### src/rtl/hafo_pkg.sv
// Shared package for the heading-angle pipeline: field widths, fixed-point
// coefficients and the sideband record that travels alongside each beat.
// No dependencies.
`default_nettype none

package hafo_pkg;

  localparam int OFS_W  = 16;  // input offset width
  localparam int MAG_W  = 16;  // magnitude width, 32768 fits unsigned
  localparam int R16_W  = 17;  // Q1.16 ratio, 0..65536
  localparam int Q30_W  = 31;  // Q2.30 powers, 0..2^30
  localparam int TERM_W = 30;  // coefficient times power, below 2^30
  localparam int ACC_W  = 33;  // signed series accumulator
  localparam int COEF_W = 29;
  localparam int DEGK_W = 22;
  localparam int DEG_W  = Q30_W + DEGK_W;  // Q.46 degrees
  localparam int BASE_W = 7;               // base angle 0..90
  localparam int HDG_W  = 9;

  localparam int DIV_STAGES = R16_W;  // one quotient bit per stage

  localparam logic [COEF_W-1:0] C3_Q30 = 29'd357556027;
  localparam logic [COEF_W-1:0] C5_Q30 = 29'd214748365;
  localparam logic [COEF_W-1:0] C7_Q30 = 29'd153545081;
  localparam logic [COEF_W-1:0] C9_Q30 = 29'd59592671;
  localparam logic [DEGK_W-1:0] DEG_Q16 = 22'd3754938;
  localparam logic [DEG_W-1:0]  NINETY_Q46 = 53'd90 << 46;

  localparam logic signed [HDG_W-1:0] DEG_0    = 9'sd0;
  localparam logic signed [HDG_W-1:0] DEG_90   = 9'sd90;
  localparam logic signed [HDG_W-1:0] DEG_M90  = -9'sd90;
  localparam logic signed [HDG_W-1:0] DEG_180  = 9'sd180;

  typedef struct packed {
    logic                    fixed;      // axis case, result already known
    logic signed [HDG_W-1:0] fixed_deg;
    logic                    inv;        // ratio taken as |y|/|x|
    logic                    x_neg;
    logic                    y_neg;
  } hafo_side_t;

endpackage

`default_nettype wire

### src/rtl/hafo_div.sv
// Front end: magnitudes, axis cases and a restoring divider that forms the
// Q1.16 ratio one quotient bit per pipeline stage. Uses hafo_pkg.
`default_nettype none

module hafo_div import hafo_pkg::*; (
  input  wire logic                    clk,
  input  wire logic                    rst,
  input  wire logic                    in_valid,
  output logic                         in_stall,
  input  wire logic signed [OFS_W-1:0] offset_x,
  input  wire logic signed [OFS_W-1:0] offset_y,
  output logic                         r_valid,
  input  wire logic                    r_stall,
  output logic [R16_W-1:0]             r16,
  output hafo_side_t                   r_side
);

  logic en;

  // Preparation stage.
  logic             p_valid;
  logic [MAG_W-1:0] p_lo;
  logic [MAG_W-1:0] p_hi;
  hafo_side_t       p_side;

  // Divider stages.
  logic             dv_valid [DIV_STAGES];
  logic [R16_W-1:0] dv_rem   [DIV_STAGES];
  logic [R16_W-1:0] dv_q     [DIV_STAGES];
  logic [MAG_W-1:0] dv_hi    [DIV_STAGES];
  hafo_side_t       dv_side  [DIV_STAGES];

  logic [R16_W-1:0] rem_next [DIV_STAGES];
  logic [R16_W-1:0] q_next   [DIV_STAGES];

  logic [MAG_W-1:0] ax, ay, lo_next, hi_next;
  hafo_side_t       side_next;

  assign en       = !(dv_valid[DIV_STAGES-1] && r_stall);
  assign in_stall = !en;

  always_comb begin
    ax = offset_x[OFS_W-1] ? MAG_W'(~offset_x + 1'b1) : MAG_W'(offset_x);
    ay = offset_y[OFS_W-1] ? MAG_W'(~offset_y + 1'b1) : MAG_W'(offset_y);
    side_next.inv   = ax > ay;
    side_next.x_neg = offset_x[OFS_W-1];
    side_next.y_neg = offset_y[OFS_W-1];
    lo_next = side_next.inv ? ay : ax;
    hi_next = side_next.inv ? ax : ay;
    side_next.fixed     = 1'b1;
    side_next.fixed_deg = DEG_0;
    if (offset_y == '0) begin
      if (offset_x == '0) begin
        side_next.fixed_deg = DEG_0;
      end else if (offset_x[OFS_W-1]) begin
        side_next.fixed_deg = DEG_M90;
      end else begin
        side_next.fixed_deg = DEG_90;
      end
    end else if (offset_x == '0) begin
      side_next.fixed_deg = offset_y[OFS_W-1] ? DEG_180 : DEG_0;
    end else begin
      side_next.fixed = 1'b0;
    end
  end

  // Since the numerator never exceeds the denominator, the partial remainder
  // entering the first step is simply the numerator itself.
  always_comb begin
    logic [R16_W-1:0] rin;
    rin = {1'b0, p_lo};
    if (rin >= {1'b0, p_hi}) begin
      rem_next[0] = rin - {1'b0, p_hi};
      q_next[0]   = R16_W'(1);
    end else begin
      rem_next[0] = rin;
      q_next[0]   = '0;
    end
    for (int s = 1; s < DIV_STAGES; s++) begin
      rin = {dv_rem[s-1][R16_W-2:0], 1'b0};
      if (rin >= {1'b0, dv_hi[s-1]}) begin
        rem_next[s] = rin - {1'b0, dv_hi[s-1]};
        q_next[s]   = {dv_q[s-1][R16_W-2:0], 1'b1};
      end else begin
        rem_next[s] = rin;
        q_next[s]   = {dv_q[s-1][R16_W-2:0], 1'b0};
      end
    end
  end

  always_ff @(posedge clk) begin
    if (rst) begin
      p_valid <= 1'b0;
      for (int s = 0; s < DIV_STAGES; s++) dv_valid[s] <= 1'b0;
    end else if (en) begin
      p_valid     <= in_valid;
      dv_valid[0] <= p_valid;
      for (int s = 1; s < DIV_STAGES; s++) dv_valid[s] <= dv_valid[s-1];
    end
  end

  always_ff @(posedge clk) begin
    if (en) begin
      p_lo       <= lo_next;
      p_hi       <= hi_next;
      p_side     <= side_next;
      dv_hi[0]   <= p_hi;
      dv_side[0] <= p_side;
      for (int s = 1; s < DIV_STAGES; s++) begin
        dv_hi[s]   <= dv_hi[s-1];
        dv_side[s] <= dv_side[s-1];
      end
      for (int s = 0; s < DIV_STAGES; s++) begin
        dv_rem[s] <= rem_next[s];
        dv_q[s]   <= q_next[s];
      end
    end
  end

  assign r_valid = dv_valid[DIV_STAGES-1];
  assign r16     = dv_q[DIV_STAGES-1];
  assign r_side  = dv_side[DIV_STAGES-1];

endmodule

`default_nettype wire

### config.mk
export PLATFORM = sky130hd
export DESIGN_NAME = hafo_div
export DESIGN_NICKNAME = d
export VERILOG_FILES = /design/src/rtl/hafo_pkg.sv /design/src/rtl/hafo_div.sv
export SDC_FILE = /design/constraint.sdc
export NUM_CORES = 2
export LEC_CHECK = 0
export BUFFER_PORTS_ARGS = -buffer_cell sky130_fd_sc_hd__buf_4
export CAP_MARGIN = 25
export CORE_MARGIN = 2
export CORE_UTILIZATION = 44
export CTS_BUF_LIST = sky130_fd_sc_hd__clkbuf_8
export DETAILED_ROUTE_END_ITERATION = 10
export PLACE_DENSITY = 0.63
export RECOVER_POWER = 50
export SYNTH_ARGS = -nofsm -noshare
export SYNTH_HDL_FRONTEND = slang
export SYNTH_SLANG_ARGS = --single-unit
### constraint.sdc
create_clock -name clk -period 40.5 [get_ports clk]
set_input_delay 4.05 -clock clk [delete_from_list [all_inputs] [get_ports clk]]
set_output_delay 4.05 -clock clk [all_outputs]
set_load 0.1 [all_outputs]
==> metrics.txt <==
status=finished with violations; failing checks=max-capacitance violations, max-slew violations; synthesized flop and latch total=877; fillcell total=8797; buffer depth of the longest clock path=3; Worst path slowest cell=nand2_1; full die area=0.104 mm²; syn avg cell area=approximately 13 µm²; GRT Util Overall=between 10% and 20%; Max Freq=91.1 MHz; Worst Hold Class=reg -> reg; RSZ-0062 raised after global routing=false; cts repair resizes=0; layout cell share with drive strength beyond 1=between 10% and 20%; postcts setup bufs=0; clk_lat worst skew=0.82 ns; Total Routed Length=just over 80 mm; grt ovf=0; area of the mapped netlist=around 0.044 mm²; Tmin final=around 11 ns; Worst path max stage delay=a little over 2 ns; Util after Layout=between 40 and 50%; Final Max Tran Viols=between 100 and 150; chain of cells forming the critical path=clkbuf_4 > nand2_1 > inv_1 > buf_4; peak supply drop=slightly above 50 µV; Worst Path Arrival=~6.9 ns; Antenna Violating Nets Remaining=0; initial antenna violation count=1; Hold Path Cell Cnt=0; setup TNS=0 ns; Net count, final=3983; core area=~0.10 mm²; Worst slew margin=-94.7%; H-tree depth=4; Sink Count=877; FF-to-FF path depth=5; placed instance count=approximately 4800; Initial Util=about 44%; endpoint class of the critical path=output port; DRT iter0 DRCs=around 2000; CP Max Fanout=75; post-DR vias/cell=approximately 5.3; drc violations=0; TritonCTS Buffers=147; ys async rst share=0%; Critical Path Source Type=input port; Pre-antenna DRT Iters=8; finished layout cell area=0.0490 mm²; most frequent cells in the layout=876 x edfxtp_1, 408 x inv_1, 289 x ha_1; Max Cap Viol=4; YS warnings=0; most common cell after layout, fill and taps aside=edfxtp_1; Post-DP HPWL=between 50 and 60 mm; Post-DP Area=~0.046 mm²; CTS tree=built; ys flop type=edfxtp_1; FP Rows=roughly 120; synthesis-to-finish area growth=10.2%; non-filler cells, final=approximately 5100; top-level I/O count=68; Leak=20.3 nW; first-pass GRT wire length=134 mm; crit path kind=in -> out; via count=approximately 27000; Post-synth EDFFs=slightly below 900; clk root buf=clkbuf_8; Hold Buf Count CTS=0; Crit path depth=4; Synth Instances=3487; IO Port Bufs=66; final worst-path cycle share=a little over a quarter; Cell variety after synth=84; vias in the first global route=approximately 26000; Worst-Margin Slew=approximately 2.9 ns; Vert. Die Dim=around 320 µm; final-report setup violation count=0; Syn Nets=about 3800; WL/cell=approximately 16 µm; Crit path max-delay family=simple AND/OR/NAND/NOR gates; register area share after synthesis=around 59%; largest net degree at the start of global routing=86; PD cells=87.3 mW/mm²; clock slew at reported path FFs=0.06 ns; crit path buf inv count=3; clock skew=between 0.05 and 0.06 ns; GPL Wtd Cong=between 0.8 and 0.9; Die X=322 µm; Final Hold Vio Count=0; Critical Path RT=roughly 36 ns
area by class of cell:
| class | count | area [µm²] | area share [%] |
|---|---|---|---|
| multi-input combinational | 2156 | 16200 | 33.2 |
| timing repair buffer | 89 | 667 | 1.36 |
| antenna | 5 | 12.5 | 0.0255 |
| sequential | 877 | 26300 | 53.8 |
| tap | 1298 | 1620 | 3.32 |
| clock inverter | 114 | 654 | 1.34 |
| clock buffer | 149 | 2050 | 4.19 |
| inverter | 371 | 1390 | 2.84 |
cell usage after synthesis (18+ instances only):
cell type,instances,area [µm²]
nand2_1,193,724
nor2_1,160,601
nand3_1,38,190
xnor2_1,106,928
clkbuf_1,35,131
a31oi_1,26,163
ha_1,289,3620
o21a_1,68,510
or3_1,19,119
inv_1,371,1390
xor2_1,77,674
mux2i_1,55,551
nor2b_1,49,307
mux2_2,141,1590
a21o_1,81,608
o31a_1,24,210
and2_1,37,231
o21ai_0,186,931
nand4_1,29,181
o41ai_1,18,158
a21oi_1,178,891
buf_4,32,240
edfxtp_1,876,26300
nor3_1,45,225
o31ai_1,28,210
nand2b_1,38,238
a211oi_1,25,188
sequential cells by signal (all words and copies together), names as in the netlist:
name,cells
dv_hi,256
dv_q,153
dv_rem,256
dv_side,153
dv_valid,17
p_hi,16
p_lo,16
p_side,9
p_valid,1
kinds of logic after synthesis:
logic type | Yosys count | synth area share (%)
flip-flops | 877 | 59.2
XOR/XNOR | 183 | 3.61
buffers and inverters | 454 | 4.16
adder cells (fa/ha/maj) | 305 | 8.86
AND/OR/NAND/NOR | 687 | 7.76
multiplexers | 196 | 4.81
AO/OA/AOI/OAI | 784 | 11.6
other | 1 | 0.00844
final timing paths:
check	from	slack, ns	to
worst max-delay path	r_stall	29.52	in_stall
worst min-delay path	dv_q[0][228]$_DFFE_PN_	0.41	dv_q[0][246]$_DFFE_PN_
worst max register to register	dv_valid[0][16]$_SDFFCE_PN0P_	34.26	dv_hi[0][141]$_DFFE_PN_
worst min register to register	dv_q[0][228]$_DFFE_PN_	0.41	dv_q[0][246]$_DFFE_PN_
routing by layer:
layer / track usage [%] / up-vias / share of wire [%]
met3: 3.19 / 153 / 4.8
met2: 24.9 / 580 / 45
li1: - / 13300 / -
met1: 22.3 / 12700 / 48
met5: 0 / - / 0
met4: 6.13 / 0 / 2.6
through the flow:
step	total power (W)	worst slack, ns	hold WS (ns)
after floorplan	0.00312	5.95	0.400
after global placement	0.00354	31.13	0.401
after detailed placement	0.00356	31.06	0.405
after CTS	0.00432	31.06	0.403
after global routing	0.00462	29.10	0.409
final	0.00427	29.52	0.408
worst register-to-register path, stage by stage (launching register included):
cell      delay [ns]
edfxtp_1        0.39
nand2_1         2.06
buf_4           0.85
buf_4           0.84
buf_4           0.91
buf_4           0.75
power by group:
group,switching (W),leakage [nW],internal (W)
clock,0.000358,1.53,0.000367
sequential,0.000156,9.44,0.00143
combinational,0.00108,9.29,0.000877
Power figures use the tool's default switching activity.
