**src/rtl/hafo_pkg.sv**
```systemverilog
// Shared package for the heading-angle pipeline: field widths, fixed-point
// coefficients and the sideband record that travels alongside each beat.
// No dependencies.
`default_nettype none

package hafo_pkg;

  localparam int OFS_W  = 16;  // input offset width
  localparam int MAG_W  = 16;  // magnitude width, 32768 fits unsigned
  localparam int R16_W  = 17;  // Q1.16 ratio, 0..65536
  localparam int Q30_W  = 31;  // Q2.30 powers, 0..2^30
  localparam int TERM_W = 30;  // coefficient times power, below 2^30
  localparam int ACC_W  = 33;  // signed series accumulator
  localparam int COEF_W = 29;
  localparam int DEGK_W = 22;
  localparam int DEG_W  = Q30_W + DEGK_W;  // Q.46 degrees
  localparam int BASE_W = 7;               // base angle 0..90
  localparam int HDG_W  = 9;

  localparam int DIV_STAGES = R16_W;  // one quotient bit per stage

  localparam logic [COEF_W-1:0] C3_Q30 = 29'd357556027;
  localparam logic [COEF_W-1:0] C5_Q30 = 29'd214748365;
  localparam logic [COEF_W-1:0] C7_Q30 = 29'd153545081;
  localparam logic [COEF_W-1:0] C9_Q30 = 29'd59592671;
  localparam logic [DEGK_W-1:0] DEG_Q16 = 22'd3754938;
  localparam logic [DEG_W-1:0]  NINETY_Q46 = 53'd90 << 46;

  localparam logic signed [HDG_W-1:0] DEG_0    = 9'sd0;
  localparam logic signed [HDG_W-1:0] DEG_90   = 9'sd90;
  localparam logic signed [HDG_W-1:0] DEG_M90  = -9'sd90;
  localparam logic signed [HDG_W-1:0] DEG_180  = 9'sd180;

  typedef struct packed {
    logic                    fixed;      // axis case, result already known
    logic signed [HDG_W-1:0] fixed_deg;
    logic                    inv;        // ratio taken as |y|/|x|
    logic                    x_neg;
    logic                    y_neg;
  } hafo_side_t;

endpackage

`default_nettype wire

```
**src/rtl/hafo_angle.sv**
```systemverilog
// Back end: scaling to degrees, the ninety-degree fold for inverted ratios,
// quadrant mapping and the output register. Uses hafo_pkg.
`default_nettype none

module hafo_angle import hafo_pkg::*; (
  input  wire logic                    clk,
  input  wire logic                    rst,
  input  wire logic                    s_valid,
  output logic                         s_stall,
  input  wire logic [Q30_W-1:0]        series,
  input  wire hafo_side_t              s_side,
  output logic                         out_valid,
  input  wire logic                    out_stall,
  output logic signed [HDG_W-1:0]      heading_deg
);

  logic en;
  logic v1, v2, v3;
  hafo_side_t sd1, sd2;
  logic [DEG_W-1:0]  deg_1;
  logic [BASE_W-1:0] base_2;
  logic signed [HDG_W-1:0] hdg_3;

  logic [DEG_W-1:0]  deg_c, diff;
  logic [BASE_W-1:0] base_next;
  logic signed [HDG_W-1:0] a9, hdg_next;

  assign en      = !(v3 && out_stall);
  assign s_stall = !en;

  always_comb begin
    deg_c = (deg_1 > NINETY_Q46) ? NINETY_Q46 : deg_1;
    diff  = NINETY_Q46 - deg_c;
    base_next = sd1.inv ? diff[DEG_W-1:46] : deg_1[DEG_W-1:46];
  end

  always_comb begin
    a9 = $signed({2'b00, base_2});
    if (sd2.fixed) begin
      hdg_next = sd2.fixed_deg;
    end else if (!sd2.x_neg && sd2.y_neg) begin
      hdg_next = DEG_180 - a9;
    end else if (sd2.x_neg && sd2.y_neg) begin
      hdg_next = a9 - DEG_180;
    end else if (sd2.x_neg) begin
      hdg_next = -a9;
    end else begin
      hdg_next = a9;
    end
  end

  always_ff @(posedge clk) begin
    if (rst) begin
      v1 <= 1'b0;
      v2 <= 1'b0;
      v3 <= 1'b0;
    end else if (en) begin
      v1 <= s_valid;
      v2 <= v1;
      v3 <= v2;
    end
  end

  always_ff @(posedge clk) begin
    if (en) begin
      deg_1  <= series * DEG_Q16;
      sd1    <= s_side;
      base_2 <= base_next;
      sd2    <= sd1;
      hdg_3  <= hdg_next;
    end
  end

  assign out_valid   = v3;
  assign heading_deg = hdg_3;

endmodule

`default_nettype wire

```
**config.mk**
```make
export PLATFORM = sky130hd
export DESIGN_NAME = hafo_angle
export DESIGN_NICKNAME = d
export VERILOG_FILES = /design/src/rtl/hafo_pkg.sv /design/src/rtl/hafo_angle.sv
export SDC_FILE = /design/constraint.sdc
export NUM_CORES = 1
export LEC_CHECK = 0
export ABC_AREA = 1
export BUFFER_PORTS_ARGS = -buffer_cell sky130_fd_sc_hd__buf_4
export CAP_MARGIN = 20
export CORE_ASPECT_RATIO = 1.25
export CORE_MARGIN = 1.5
export CORE_UTILIZATION = 40
export CTS_CLUSTER_DIAMETER = 50
export DETAILED_ROUTE_END_ITERATION = 10
export GPL_TIMING_DRIVEN = 1
export HOLD_SLACK_MARGIN = 0.06
export SLEW_MARGIN = 5
export SYNTH_ARGS = -nofsm -noshare
export SYNTH_HDL_FRONTEND = slang
export SYNTH_SLANG_ARGS = --single-unit
export TNS_END_PERCENT = 5
```
**constraint.sdc**
```tcl
create_clock -name clk -period 14.8 [get_ports clk]
set_clock_uncertainty 0.1 [all_clocks]
set_input_delay 2.96 -clock clk [delete_from_list [all_inputs] [get_ports clk]]
set_output_delay 2.96 -clock clk [all_outputs]
set_load 0.01 [all_outputs]
```
==> results of run 1 <==
[sequential cells by signal (all words and copies together), names as in the netlist]
signal	count
base_2	7
deg_1	52
heading_deg	9
out_valid	1
sd1	13
sd2	12
v1	1
v2	1
[critical path, stage by stage]
cell     delay (ps)
buf_4           170
fa_1            650
fa_1            480
fa_1            560
inv_1            70
fa_1            530
inv_1            60
fa_1            510
fa_1            540
inv_1            50
fa_1            520
inv_1            40
ha_1            370
nand2_1         120
nor2_1          370
nand2_1         190
nor2_1          270
nand3_1         120
nand3_1         150
xor2_1           80
[routing by layer]
| metal | track usage [%] | vias up | share of wire, % |
|---|---|---|---|
| li1 | - | 5853 | - |
| met1 | 24.0 | 5873 | 42 |
| met2 | 38.3 | 179 | 52 |
| met3 | 1.87 | 62 | 2.5 |
| met4 | 6.50 | 0 | 3.0 |
| met5 | 0 | - | 0 |
[layout by cell type, fill, tap and decap left out, types with 15 or more instances in the layout]
cell type | Yosys | final
xor2_1 | 35 | 35
nand2_1 | 208 | 207
xnor2_1 | 15 | 15
ha_1 | 267 | 267
buf_4 | 0 | 59
nor2_1 | 157 | 157
fa_1 | 272 | 272
a21oi_1 | 65 | 65
o21ai_0 | 39 | 39
nand3_1 | 45 | 45
edfxtp_1 | 93 | 93
inv_1 | 566 | 566
[kinds of logic (layout without fill, tap and decap cells)]
logic type                 after synthesis  count (layout)  share of synthesized area, %
AOI/OAI and AO/OA                      159             159                          5.40
xor gates and xnor gates                50              50                          2.56
adders and majority gates              539             539                          51.3
buffers and inverters                  577             648                          12.7
DFF                                     96              96                          16.7
and+or+nand+nor                        460             460                          11.4
[through the flow]
stage	hold slack [ps]	cell area (sq um)
3_3_place_gp	305	18200
3_5_place_dp	305	18200
6_report	321	18600
4_1_cts	323	18600
2_1_floorplan	300	17100
5_1_grt	329	18600
[worst paths after layout]
check	depth (start not counted)	to	slack (ps)	start
min	0	sd2[11]	320	sd1[11]
min reg2reg	0	sd2[11]	320	sd1[11]
max	20	deg_1[47]	5970	series[0]
max reg2reg	8	heading_deg[6]	12690	base_2[3]
[final cells by class]
class                      count  area share [%]
sequential                    96            15.4
clock inverter                 7           0.512
multi-input combinational   1208            65.2
inverter                     573            11.6
tap                          559            3.77
clock buffer                   9            1.21
timing repair buffer          59            2.39
==> results_dict.tcl, run 1 <==
set metrics [dict create \
    syn_nets 2468 \
    ys.flop_type "edfxtp_1" \
    grt_start_max_net_pins 70 \
    multi_input_area_sq_mm 0.0121 \
    finalNetCount 2534 \
    vias 12000 \
    fin_cells 2511 \
    root_buffer "clkbuf_16" \
    syn_area_sq_mm 0.0171 \
    yosysWarnings 0 \
    firstDrtPassIters 6 \
    start_util_pct 40.6 \
    synth_cell_type_count 45 \
    relSlewSlack_pct 41.3 \
    drtIter0Drc 513 \
    worst_setup_path_end_kind "flop" \
    coreArea_sq_mm 0.0421 \
    post-route-period-util_pct 59.7 \
    finalSetupTns_ps 0 \
    yosys.area.top_type "fa_1" \
    synth_seq_cells 96 \
    drt-total-wl_um 41700 \
    cp.arrival_ps 8840 \
    area_growth_syn_to_layout_pct 8.49 \
    gr-usage-all-layers_pct 20.2 \
    port_buffers 58 \
    cp.required_ps 14810 \
    worstMarginPinSlew_ps 880 \
    synth_commonest_cells "566 x inv_1, 272 x fa_1, 267 x ha_1" \
    synthTopCellsByArea "fa_1 32%, ha_1 20%, edfxtp_1 16%" \
    dieHeight_um 234 \
    critPathLaunchType "primary input" \
    grt_setup_unrepaired "false" \
    route.detailed.drc 0 \
    clk_latency_ps 350 \
    grt_pass1_vias 13400 \
    grt_pass1_wl_um 68900 \
    maxClockFrequency_ghz 0.113 \
    synth.most_common_cell "inv_1" \
    outcome "finished clean" \
    antenna_found_initial 0 \
    pre_cts_ws_ps 5560 \
    setup_viol_count_final 0 \
    dpl.cell_count 2495 \
    synth_edf_count 93 \
    clockBufferDepth 2 \
    fp.dieW_um 188 \
    rows 84 \
    die_area_sq_mm 0.0440 \
    gp_congestion 0.933 \
    cts_max_level 3 \
    synth_seq_area_share_pct 16.7 \
    period_minus_slack_ps 8830 \
    nFillCells 4126 \
    register_area_sq_mm 0.00285 \
    pin_count 59 \
    drive_above_1_share_pct 6.15 \
    ctsHoldBuffers 0 \
    cts_sinks 96 \
    synth_area_per_cell_sq_um 9.10 \
    synth.top_cell.area_share_pct 31.8 \
    setup_ws_ps 5970 \
    dpl.hpwl_um 37200 \
    syn_inst 1881 \
    cap_violations 0 \
    numCtsBuffers 9 \
    clk_pin_slew_ps 70 \
    vias_per_cell 4.77 \
    ys_async_sr_fraction_pct 0 \
    crit_fanout 9 \
    post_cts_buffers 0 \
    antenna_cells 0 \
    criticalPathCategory "in2reg" \
    wire_per_inst_um 16.6 \
    finalHoldViolCount 0 \
    ant_nets 0 \
    hold_class "reg2reg" \
    grt_overflow 0 \
    final-max-slew-violation-count 0 \
    finalCoreUtilization_pct 44.1 \
    cts_tree "done" \
    cts_resized 0 \
]
Power of run 1 is not shown: default switching activity piles up to over one toggle a cycle in this logic, so the estimate is an artifact.
==> run 2, diff against run 1 <==
==> constraint.sdc (replaced) <==
create_clock -name clk -period 7.15 [get_ports clk]
set_clock_uncertainty 0.1 [all_clocks]
set_input_delay 1.43 -clock clk [delete_from_list [all_inputs] [get_ports clk]]
set_output_delay 1.43 -clock clk [all_outputs]
set_load 0.01 [all_outputs]
==> run 2 against run 1 <==
Final area increased by 7.0%. Routed wire length down 0.36%. First-iteration DRC count is 0.97% higher. Register-to-register slack worse by 7700 ps. Sequential cell count stayed put. Utilization up 3.1 points. Non-clock buffer count is 149 higher. Final cell count up 5.9%. Critical path depth increased by 3. Worst setup slack worse by 5800 ps. Sequential share of layout area shrank 1.0 points.
==> results_dict.tcl, run 2 (synthesis gave the netlist of run 1 again) <==
set metrics [dict create \
    crit_top_cell "fa_1" \
    ctsHoldBuffers 0 \
    drtIter0Drc 518 \
    critPathLaunchType "primary input" \
    antenna_found_initial 0 \
    fp.dieW_um 188 \
    period_minus_slack_ps 6950 \
    cp.arrival_ps 6950 \
    criticalPathCategory "in2reg" \
    pin_count 59 \
    start_util_pct 40.6 \
    worst_setup_path_end_kind "flop" \
    port_buffers 58 \
    cts_max_level 3 \
    cts_sinks 96 \
    layout_commonest_cell "inv_1" \
    die_area_sq_mm 0.0440 \
    post_cts_buffers 0 \
    critPathMaxStageDelay_ps 580 \
    gr-usage-all-layers_pct 20.2 \
    largest_reg_flops 52 \
    antenna_cells 0 \
    route.detailed.drc 0 \
    cpMaxStageDelayCell "fa_1" \
    dpl.hpwl_um 37500 \
    final_cell_mix "566 x inv_1, 270 x fa_1, 260 x ha_1" \
    vias_per_cell 4.71 \
    worstMarginPinSlew_ps 544 \
    area_growth_syn_to_layout_pct 16.1 \
    setup_viol_count_final 0 \
    maxClockFrequency_ghz 0.144 \
    grt_start_max_net_pins 97 \
    cp.buffers_inverters 8 \
    final-max-slew-violation-count 0 \
    hold_class "reg2reg" \
    post-route-period-util_pct 97.2 \
    drt-total-wl_um 41500 \
    dpl.cell_count 2643 \
    drive_above_1_share_pct 14.3 \
    dieHeight_um 234 \
    ant_nets 0 \
    firstDrtPassIters 7 \
    cts_tree "done" \
    path_cells "buf_4, fa_1, inv_1, fa_1, inv_1, fa_1, inv_1, fa_1, fa_1, inv_1, fa_1, inv_1, fa_1, inv_1, ha_2, nand2_1, buf_4, nor2_1, nor2_1, o21ai_0, a21boi_0, nand3_1, xor2_1" \
    rows 84 \
    relSlewSlack_pct 63.8 \
    clk_pin_slew_ps 70 \
    numCtsBuffers 9 \
    vias 12500 \
    grt_setup_unrepaired "true" \
    outcome "finished clean" \
    finalHoldViolCount 0 \
    fin_cells 2660 \
    nFillCells 4071 \
    grt_pass1_vias 14100 \
    clockBufferDepth 2 \
    cp_top_family "adder cells" \
    root_buffer "clkbuf_16" \
    grt_pass1_wl_um 69500 \
    coreArea_sq_mm 0.0421 \
    crit_fanout 6 \
    reg_top3 "deg_1 x52, sd1 x13, sd2 x12" \
    cap_violations 0 \
    finalNetCount 2683 \
    largest-register "deg_1" \
    gp_congestion 0.920 \
    clk_latency_ps 350 \
    wire_per_inst_um 15.6 \
    cp.required_ps 7150 \
    grt_overflow 0 \
]
[run 2: timing repair]
action	in CTS	in global routing
endpoints found under the setup margin	0	23
resized for setup	0	35
endpoints found under the hold margin	0	0
[run 2: final cells by class]
class	count	area (sq um)	area share, %
tap	559	699	3.52
timing repair buffer	208	1610	8.09
inverter	573	2150	10.8
multi-input combinational	1208	12200	61.7
sequential	96	2850	14.4
clock inverter	7	81.3	0.409
clock buffer	9	225	1.13
[run 2: metal layers]
metal / part of all wire (%) / GRT usage (%)
met1: 42 / 23.6
met5: 0 / 0
met2: 53 / 38.9
met4: 3.4 / 7.27
met3: 2.2 / 1.36
[run 2: worst paths after layout]
kind                                 start        endpoint  slack (ps)  cells past startpoint
worst min register to register     sd1[10]         sd2[10]         320                      0
worst max-delay path            series[11]       deg_1[46]         200                     23
worst min-delay path               sd1[10]         sd2[10]         320                      0
worst max register to register   base_2[2]  heading_deg[6]        5030                      8
[run 2: metrics by stage]
step | utilization [%] | setup TNS (ps) | instance area, sq um | setup slack [ps] | hold WS, ps
finish | 47.1 | 0 | 19900 | 204 | 321
global route | 47.1 | -118 | 19900 | -35.2 | 332
CTS | 46.7 | 0 | 19700 | 130 | 321
detailed placement | 46.0 | -3690 | 19400 | -232 | 305
global placement | 46.0 | -3380 | 19400 | -233 | 302
floorplan | - | 0 | 17100 | 341 | 300
[run 2: worst reg2reg max path, delay by kind of cell, from the launching register on]
kind | cells | cell delay (ps)
compound gates | 3 | 640
flops | 1 | 410
fa+ha+maj | 1 | 220
buf+inv | 1 | 160
simple gates | 2 | 160
xor+xnor | 1 | 160
Power of run 2 is left out for the same reason.
